<file path="config.mk">
export PLATFORM = sky130hd
export DESIGN_NAME = row_convolution_clamp_edge
export DESIGN_NICKNAME = d
export VERILOG_FILES = /design/src/rcc_pkg.sv /design/src/row_convolution_clamp_edge.sv
export SDC_FILE = /design/constraint.sdc
export NUM_CORES = 2
export LEC_CHECK = 0
export ABC_AREA = 0
export BUFFER_PORTS_ARGS = -buffer_cell sky130_fd_sc_hd__buf_4
export CORE_AREA = 4 4 264 266
export CTS_BUF_LIST = sky130_fd_sc_hd__clkbuf_4 sky130_fd_sc_hd__clkbuf_8
export DETAILED_ROUTE_END_ITERATION = 8
export DIE_AREA = 0 0 268 270
export GPL_TIMING_DRIVEN = 0
export PLACE_DENSITY = 0.73
export SLEW_MARGIN = 25
export SYNTH_ARGS = -nofsm -noshare
export SYNTH_HDL_FRONTEND = slang
export SYNTH_SLANG_ARGS = --single-unit
</file>
<file path="constraint.sdc">
create_clock -name clk_i -period 14.8 [get_ports clk_i]
set_input_delay 2.22 -clock clk_i [delete_from_list [all_inputs] [get_ports clk_i]]
set_output_delay 2.22 -clock clk_i [all_outputs]
set_load 0.01 [all_outputs]
</file>
<file path="src/rcc_pkg.sv">
// Shared constants and types for the row convolution with edge clamping.
package rcc_pkg;

  // Kernel geometry
  localparam int unsigned MaxTaps = 5;
  localparam int unsigned MaxHalf = (MaxTaps - 1) / 2;
  localparam int unsigned AgeW    = $clog2(MaxTaps);

  // Register and field widths
  localparam int unsigned HalfW    = 2;
  localparam int unsigned RowW     = 13;
  localparam int unsigned CoefW    = 16;
  localparam int unsigned FiltW    = 27;
  localparam int unsigned CfgIdxW  = 3;
  localparam int unsigned CfgDataW = 16;

  // Configuration register indexes
  localparam logic [CfgIdxW-1:0] RegHalfWidth = 3'd0;
  localparam logic [CfgIdxW-1:0] RegRowWidth  = 3'd1;
  localparam logic [CfgIdxW-1:0] RegCoef0     = 3'd2;
  localparam logic [CfgIdxW-1:0] RegCoef1     = 3'd3;
  localparam logic [CfgIdxW-1:0] RegCoef2     = 3'd4;
  localparam logic [CfgIdxW-1:0] RegCoef3     = 3'd5;
  localparam logic [CfgIdxW-1:0] RegCoef4     = 3'd6;

  // Reset values of the configuration registers
  localparam logic [HalfW-1:0] HalfReset = 2'd1;
  localparam logic [RowW-1:0]  RowReset  = 13'd800;

  typedef logic signed [CoefW-1:0] coef_t;

  localparam coef_t CoefReset [MaxTaps] = '{16'sd1, 16'sd2, 16'sd1, 16'sd0, 16'sd0};

  // Pending output burst of one input pixel
  typedef struct packed {
    logic [HalfW-1:0] lag;       // distance of the current output column from newest pixel
    logic [HalfW-1:0] dist_end;  // distance of the last output of the burst
    logic [HalfW-1:0] half;      // effective half width
    logic [AgeW-1:0]  col_lim;   // newest column, limited to the window depth
    logic             last;      // the pixel closed its row
  } work_t;

endpackage

</file>
<file path="src/row_convolution_clamp_edge.sv">
// Horizontal 1-D convolution of a pixel row with clamp-to-edge borders.
//
// Pixels enter in raster order on the in_valid_i/in_ready_o channel (pixel_i).
// Results leave on out_valid_o/out_ready_i: filtered_o is the signed weighted sum,
// row_end_o marks the last output of a row, burst_last_o the last output caused
// by one input pixel. The cfg channel writes half_width, row_width and coef_0..4
// by index; cfg_ready_o is always high. Writes must land only while the block is
// idle; the block does not enforce this. Output column x is produced when pixel
// x+half_width arrives, so the first half_width pixels of a row produce nothing.
// The last pixel of a row produces the remaining outputs (up to half_width+1)
// as one burst. A pixel is registered in the burst descriptor, then its result
// in the result register. A pixel is taken every cycle unless a burst or the
// receiver holds it; row-end bursts share the single result register, so the input
// stalls at row end. A stalled receiver holds the result register and the input.
// Reset loads the register defaults (half_width 1, row_width 800, kernel 1 2 1)
// and restarts at column zero; the pixel window is not cleared.
module row_convolution_clamp_edge
  import rcc_pkg::*;
#(
  parameter int unsigned MAX_ROW_WIDTH = 4096,
  parameter int unsigned PIXEL_BITS    = 8
) (
  input  logic                       clk_i,
  input  logic                       rst_ni,
  // pixel requests
  input  logic                       in_valid_i,
  output logic                       in_ready_o,
  input  logic [PIXEL_BITS-1:0]      pixel_i,
  // result requests
  output logic                       out_valid_o,
  input  logic                       out_ready_i,
  output logic signed [FiltW-1:0]    filtered_o,
  output logic                       row_end_o,
  output logic                       burst_last_o,
  // configuration writes
  input  logic                       cfg_valid_i,
  output logic                       cfg_ready_o,
  input  logic [CfgIdxW-1:0]         cfg_index_i,
  input  logic [CfgDataW-1:0]        cfg_data_i
);

  localparam int unsigned ColW   = (MAX_ROW_WIDTH > 1) ? $clog2(MAX_ROW_WIDTH) : 1;
  localparam int unsigned WidthW = ($clog2(MAX_ROW_WIDTH + 1) > RowW) ?
                                   $clog2(MAX_ROW_WIDTH + 1) : RowW;
  localparam int unsigned ProdW  = CoefW + PIXEL_BITS + 1;
  localparam int unsigned AccW   = (ProdW + AgeW > FiltW) ? ProdW + AgeW : FiltW;
  localparam logic [WidthW-1:0] MaxWidth = WidthW'(MAX_ROW_WIDTH);

  // Configuration registers
  logic [HalfW-1:0] half_q;
  logic [RowW-1:0]  row_width_q;
  coef_t            coef_q [MaxTaps];

  // Stream state
  logic [ColW-1:0]       col_q;
  logic [PIXEL_BITS-1:0] win_q [MaxTaps];
  logic                  wk_valid_q;
  work_t                 wk_q;

  // Result register
  logic                    out_valid_q;
  logic signed [FiltW-1:0] filt_q;
  logic                    row_end_q;
  logic                    burst_last_q;

  // Derived per-pixel values
  logic [HalfW-1:0]  half_eff;
  logic [WidthW-1:0] width_ext;
  logic [WidthW-1:0] width_eff;
  logic [WidthW-1:0] col_ext;
  logic              is_last;
  logic              has_res;
  logic [AgeW-1:0]   col_lim;
  logic [HalfW-1:0]  dist_start;
  logic              in_fire;
  logic              wk_fire;
  logic              wk_done;
  logic signed [AccW-1:0] acc;

  assign cfg_ready_o = 1'b1;

  // Write configuration registers
  always_ff @(posedge clk_i or negedge rst_ni) begin
    if (!rst_ni) begin
      half_q      <= HalfReset;
      row_width_q <= RowReset;
      for (int i = 0; i < MaxTaps; i++) begin
        coef_q[i] <= CoefReset[i];
      end
    end else if (cfg_valid_i) begin
      case (cfg_index_i)
        RegHalfWidth: half_q      <= cfg_data_i[HalfW-1:0];
        RegRowWidth:  row_width_q <= cfg_data_i[RowW-1:0];
        RegCoef0:     coef_q[0]   <= coef_t'(cfg_data_i);
        RegCoef1:     coef_q[1]   <= coef_t'(cfg_data_i);
        RegCoef2:     coef_q[2]   <= coef_t'(cfg_data_i);
        RegCoef3:     coef_q[3]   <= coef_t'(cfg_data_i);
        RegCoef4:     coef_q[4]   <= coef_t'(cfg_data_i);
        default: ;
      endcase
    end
  end

  // Saturate half width and row width, detect the end of a row
  always_comb begin
    half_eff  = (half_q > HalfW'(MaxHalf)) ? HalfW'(MaxHalf) : half_q;
    width_ext = WidthW'(row_width_q);
    if (width_ext == '0) begin
      width_eff = WidthW'(1);
    end else if (width_ext > MaxWidth) begin
      width_eff = MaxWidth;
    end else begin
      width_eff = width_ext;
    end
    col_ext = WidthW'(col_q);
    is_last = (col_ext + WidthW'(1)) >= width_eff;
    has_res = is_last || (col_ext >= WidthW'(half_eff));
    col_lim = (col_ext >= WidthW'(MaxTaps - 1)) ? AgeW'(MaxTaps - 1) : AgeW'(col_q);
    if (is_last && (col_lim < AgeW'(half_eff))) begin
      dist_start = col_lim[HalfW-1:0];
    end else begin
      dist_start = half_eff;
    end
  end

  // Handshakes
  assign wk_fire    = wk_valid_q && (!out_valid_q || out_ready_i);
  assign wk_done    = (wk_q.lag == wk_q.dist_end);
  assign in_ready_o = !wk_valid_q || (wk_fire && wk_done);
  assign in_fire    = in_valid_i && in_ready_o;

  // Advance column counter and burst state
  always_ff @(posedge clk_i or negedge rst_ni) begin
    if (!rst_ni) begin
      col_q      <= '0;
      wk_valid_q <= 1'b0;
    end else if (in_fire) begin
      col_q      <= is_last ? '0 : ColW'(col_q + ColW'(1));
      wk_valid_q <= has_res;
    end else if (wk_fire && wk_done) begin
      wk_valid_q <= 1'b0;
    end
  end

  // Shift in the new pixel, load or step the burst descriptor
  always_ff @(posedge clk_i) begin
    if (in_fire) begin
      win_q[0] <= pixel_i;
      for (int i = 1; i < MaxTaps; i++) begin
        win_q[i] <= win_q[i-1];
      end
      wk_q.lag      <= dist_start;
      wk_q.dist_end <= is_last ? '0 : half_eff;
      wk_q.half     <= half_eff;
      wk_q.col_lim  <= col_lim;
      wk_q.last     <= is_last;
    end else if (wk_fire && !wk_done) begin
      wk_q.lag <= wk_q.lag - HalfW'(1);
    end
  end

  // Weighted sum of the clamped neighbors of the current output column
  always_comb begin
    int                      age;
    logic [AgeW-1:0]         sel;
    logic signed [ProdW-1:0] coef_ext;
    logic signed [ProdW-1:0] pix_ext;
    logic signed [ProdW-1:0] prod;
    acc = '0;
    for (int i = 0; i < MaxTaps; i++) begin
      age = int'(wk_q.lag) + int'(wk_q.half) - i;
      if (age < 0) begin
        age = 0;
      end
      if (age > int'(wk_q.col_lim)) begin
        age = int'(wk_q.col_lim);
      end
      sel      = AgeW'(age);
      coef_ext = ProdW'(coef_q[i]);
      pix_ext  = $signed(ProdW'({1'b0, win_q[sel]}));
      prod     = coef_ext * pix_ext;
      if (i <= 2 * int'(wk_q.half)) begin
        acc = acc + AccW'(prod);
      end
    end
  end

  // Hold the result until the receiver takes it
  always_ff @(posedge clk_i or negedge rst_ni) begin
    if (!rst_ni) begin
      out_valid_q <= 1'b0;
    end else if (wk_fire) begin
      out_valid_q <= 1'b1;
    end else if (out_ready_i) begin
      out_valid_q <= 1'b0;
    end
  end

  always_ff @(posedge clk_i) begin
    if (wk_fire) begin
      filt_q       <= acc[FiltW-1:0];
      row_end_q    <= wk_q.last && (wk_q.lag == '0);
      burst_last_q <= wk_done;
    end
  end

  assign out_valid_o  = out_valid_q;
  assign filtered_o   = filt_q;
  assign row_end_o    = row_end_q;
  assign burst_last_o = burst_last_q;

endmodule

</file>
==> impl_results.md <==
* FF-to-FF Start: wk_q[5]
* Synthesis Warnings at 0
* Die X-Extent at ~270 µm
* Placer congestion estimate at approximately 0.96
* CP dominant cell by count: fa_1
* DRT antenna net count at 0
* Violated checks: negative setup slack
* Slowest cell on crit path: fa_2
* Layout cells sized above 1 at 0.1740
* Post-Syn Area at 0.03663 mm²
* Placed cell areas at about 0.039 mm²
* Post-synth top cells: inv_1 (774), fa_1 (611), nand2_1 (358)
* Hold crit path type: reg -> reg
* Leading area contributor after synthesis: fa_1
* Rel. slew slack at 0.2273
* Number of synthesized register bits at approximately 190
* Critical Path Start: wk_q[5]
* Vias at around 28,000
* Final Cycle Share at 1.066
* Top_reg_cell synth: dfrtp_1
* Minimum clock period at roughly 16 ns
* Final Hold Fails at 0
* Most frequent cell after synthesis: inv_1
* Skew final at between 0.02 and 0.025 ns
* CORE AREA at approximately 0.067 mm²
* Final Max Slew Viols at 0
* Clock slew at reported path FFs at around 0.12 ns
* Die footprint at 0.07236 mm²
* Status: complete, but fails checks
* Final instance area at ~0.042 mm²
* Finish-stage setup viols at 7
* Max-cap violations at 0
* Starting Density at 0.5463
* CP max FO at 7
* Post-synthesis cell type count at 85
* Row count at 95
* Antenna violations before repair at 7
* HPWL Detailed at roughly 78 mm
* Max Freq at approximately 63 MHz
* R2R Setup Slk at -0.98 ns
* Vias per cell at around 5.6
* CTS tree: built
* Worst path max stage delay at about 0.6 ns
* Worst Hold Path Cells at 1
* Critical path class: reg -> reg
* Hold endpoint: out_valid_o
* Sequential area share after synthesis at 0.1395
* Worst-Margin Slew at 1.127 ns
* Congestion Overflow GR at 0
* R2r endpoint: filtered_o[26]
* First-pass GRT wire length at 158.5 mm
* Worst Slack Setup Final at -0.9801 ns
* Residual DRC at 0
* Area grow syn2layout at 15.10%
* RSZ-0062 raised after global routing: true
* Port buffer count at 60
* Bufs on Longest Clock Path at 2
* CP endpoint kind: flip-flop
* H-tree Lvls at 4
* Largest net degree at the start of global routing at 79
* Hold_buf cts at 0
* Root Driver: clkbuf_8
* Avg WL per Cell at approximately 20 µm
* Drt first pass iters at 5
* I/O pins at between 60 and 70
* Mapped Nets at roughly 4,800
* CTS sink cnt at about 190
* R2r worst-path depth at 71
* CP Launch Type: flip-flop
* Skew-Pair Late Insertion Delay at ~0.60 ns
* Synth area leaders: fa_1 (33%), ha_1 (11%), inv_1 (7.9%)
* Die height at between 200 and 300 µm
* Synth top area share at 0.3340
* Hold Startpoint: wk_valid_q
* Layout Nets at about 5,100
* Num CTS Buffers at 17
* Vias in the first global route at between 20,000 and 30,000
* Avg Inst Size Synth at between 9 and 10 µm²
* Global Route Usage Sum at 0.2803
* Iter 0 DRT Violations at slightly above 2,000
* Synthesized instance count at approximately 3,900
* Async S/R FF share, synth at 0.5798
* WP data arrival at between 15 and 20 ns
* EDFF count, synth at 79
* Worst Hold Slack at around 0.52 ns
* Required @ worst endpoint at roughly 15 ns
* Routed WL at about 100 mm
[state kept, by name, summed over array words and instances, names as in the netlist]
| signal | count |
|---|---|
| wk_valid_q | 1 |
| burst_last_o | 1 |
| half_q | 2 |
| row_end_o | 1 |
| row_width_q | 13 |
| out_valid_o | 1 |
| col_q | 12 |
| filtered_o | 27 |
| coef_q | 80 |
| win_q | 40 |
| wk_q | 10 |
[per-layer routing]
metal  vias to the layer above  share of wire  global-route usage
li1                      12720              -                   -
met1                     14160           0.41              0.3737
met2                      1015           0.47              0.4526
met3                       213          0.077             0.05767
met4                         4          0.043              0.1080
met5                         -        0.00018                   0
[per-stage QoR]
step / util / setup WS, ns / instances / setup TNS (ns)
final: 0.6288 / -0.9801 / 5012 / -2.321
after global routing: 0.6286 / -1.490 / 5007 / -5.583
after CTS: 0.6118 / -0.8304 / 4949 / -0.8451
after detailed placement: 0.5747 / -3.297 / 4812 / -22.14
after global placement: 0.5734 / -3.144 / 4809 / -21.05
after floorplan: - / 0.01172 / 3876 / 0
[layout make-up]
class | instances | area (µm²)
fill | 5370 | 24890
timing repair buffer | 226 | 1876
clock buffer | 17 | 234.0
tap | 873 | 1092
clock inverter | 15 | 183.9
buffer | 88 | 565.5
multi-input combinational | 2823 | 30160
antenna | 6 | 15.01
inverter | 776 | 2920
sequential | 188 | 5109
[timing repair]
action	4_1_cts	5_1_grt
gates resized for setup	214	143
gates cloned	3	0
setup buffers	103	58
setup endpoints to repair	13	13
pin swaps	128	138
[logic make-up after synthesis]
kind of cell             count (synthesis)  share of synthesized area
AO/OA/AOI/OAI                          521                    0.09371
XOR/XNOR                               122                    0.02958
adder cells (fa/ha/maj)                934                     0.4443
buffers and inverters                  865                    0.09056
flip-flops                             188                     0.1395
multiplexers                           170                    0.05008
other                                    1                  0.0001024
AND/OR/NAND/NOR                       1075                     0.1522
[how the worst max path moves through the flow]
| stage | slack (ns) | end | cells after the start |
|---|---|---|---|
| 6_report | -0.98 | filtered_o[26] | 71 |
| 5_1_grt | -1.49 | filtered_o[26] | 73 |
| 4_1_cts | -0.83 | filtered_o[26] | 74 |
| 3_5_place_dp | -3.30 | filtered_o[26] | 68 |
| 3_3_place_gp | -3.14 | filtered_o[26] | 68 |
| 2_1_floorplan | 0.01 | filtered_o[26] | 72 |
[cell usage in the layout (no fill, tap or decap), drive strengths merged, types with 72 or more instances in the layout]
cell    instances
ha            323
nor2           96
nor2b         344
a21oi         154
inv           783
dfrtp         102
buf           270
xnor2          72
edfxtp         79
nand2         358
mux2          106
fa            611
o21ai         103
and2          118
a21o           85
[worst max-delay path, delay by kind of cell (launching register included)]
kind / cells / cell delay [ns]
buffers and inverters: 14 / 1.47
DFF: 1 / 0.38
adders and majority gates: 15 / 6.15
AOI/OAI and AO/OA: 25 / 4.43
xor gates and xnor gates: 5 / 0.98
and+or+nand+nor: 11 / 1.74
muxes: 1 / 0.38
Power is left out: the tool's default activity adds up to more than one toggle a clock period on the data nets, which glitch-free logic cannot reach.
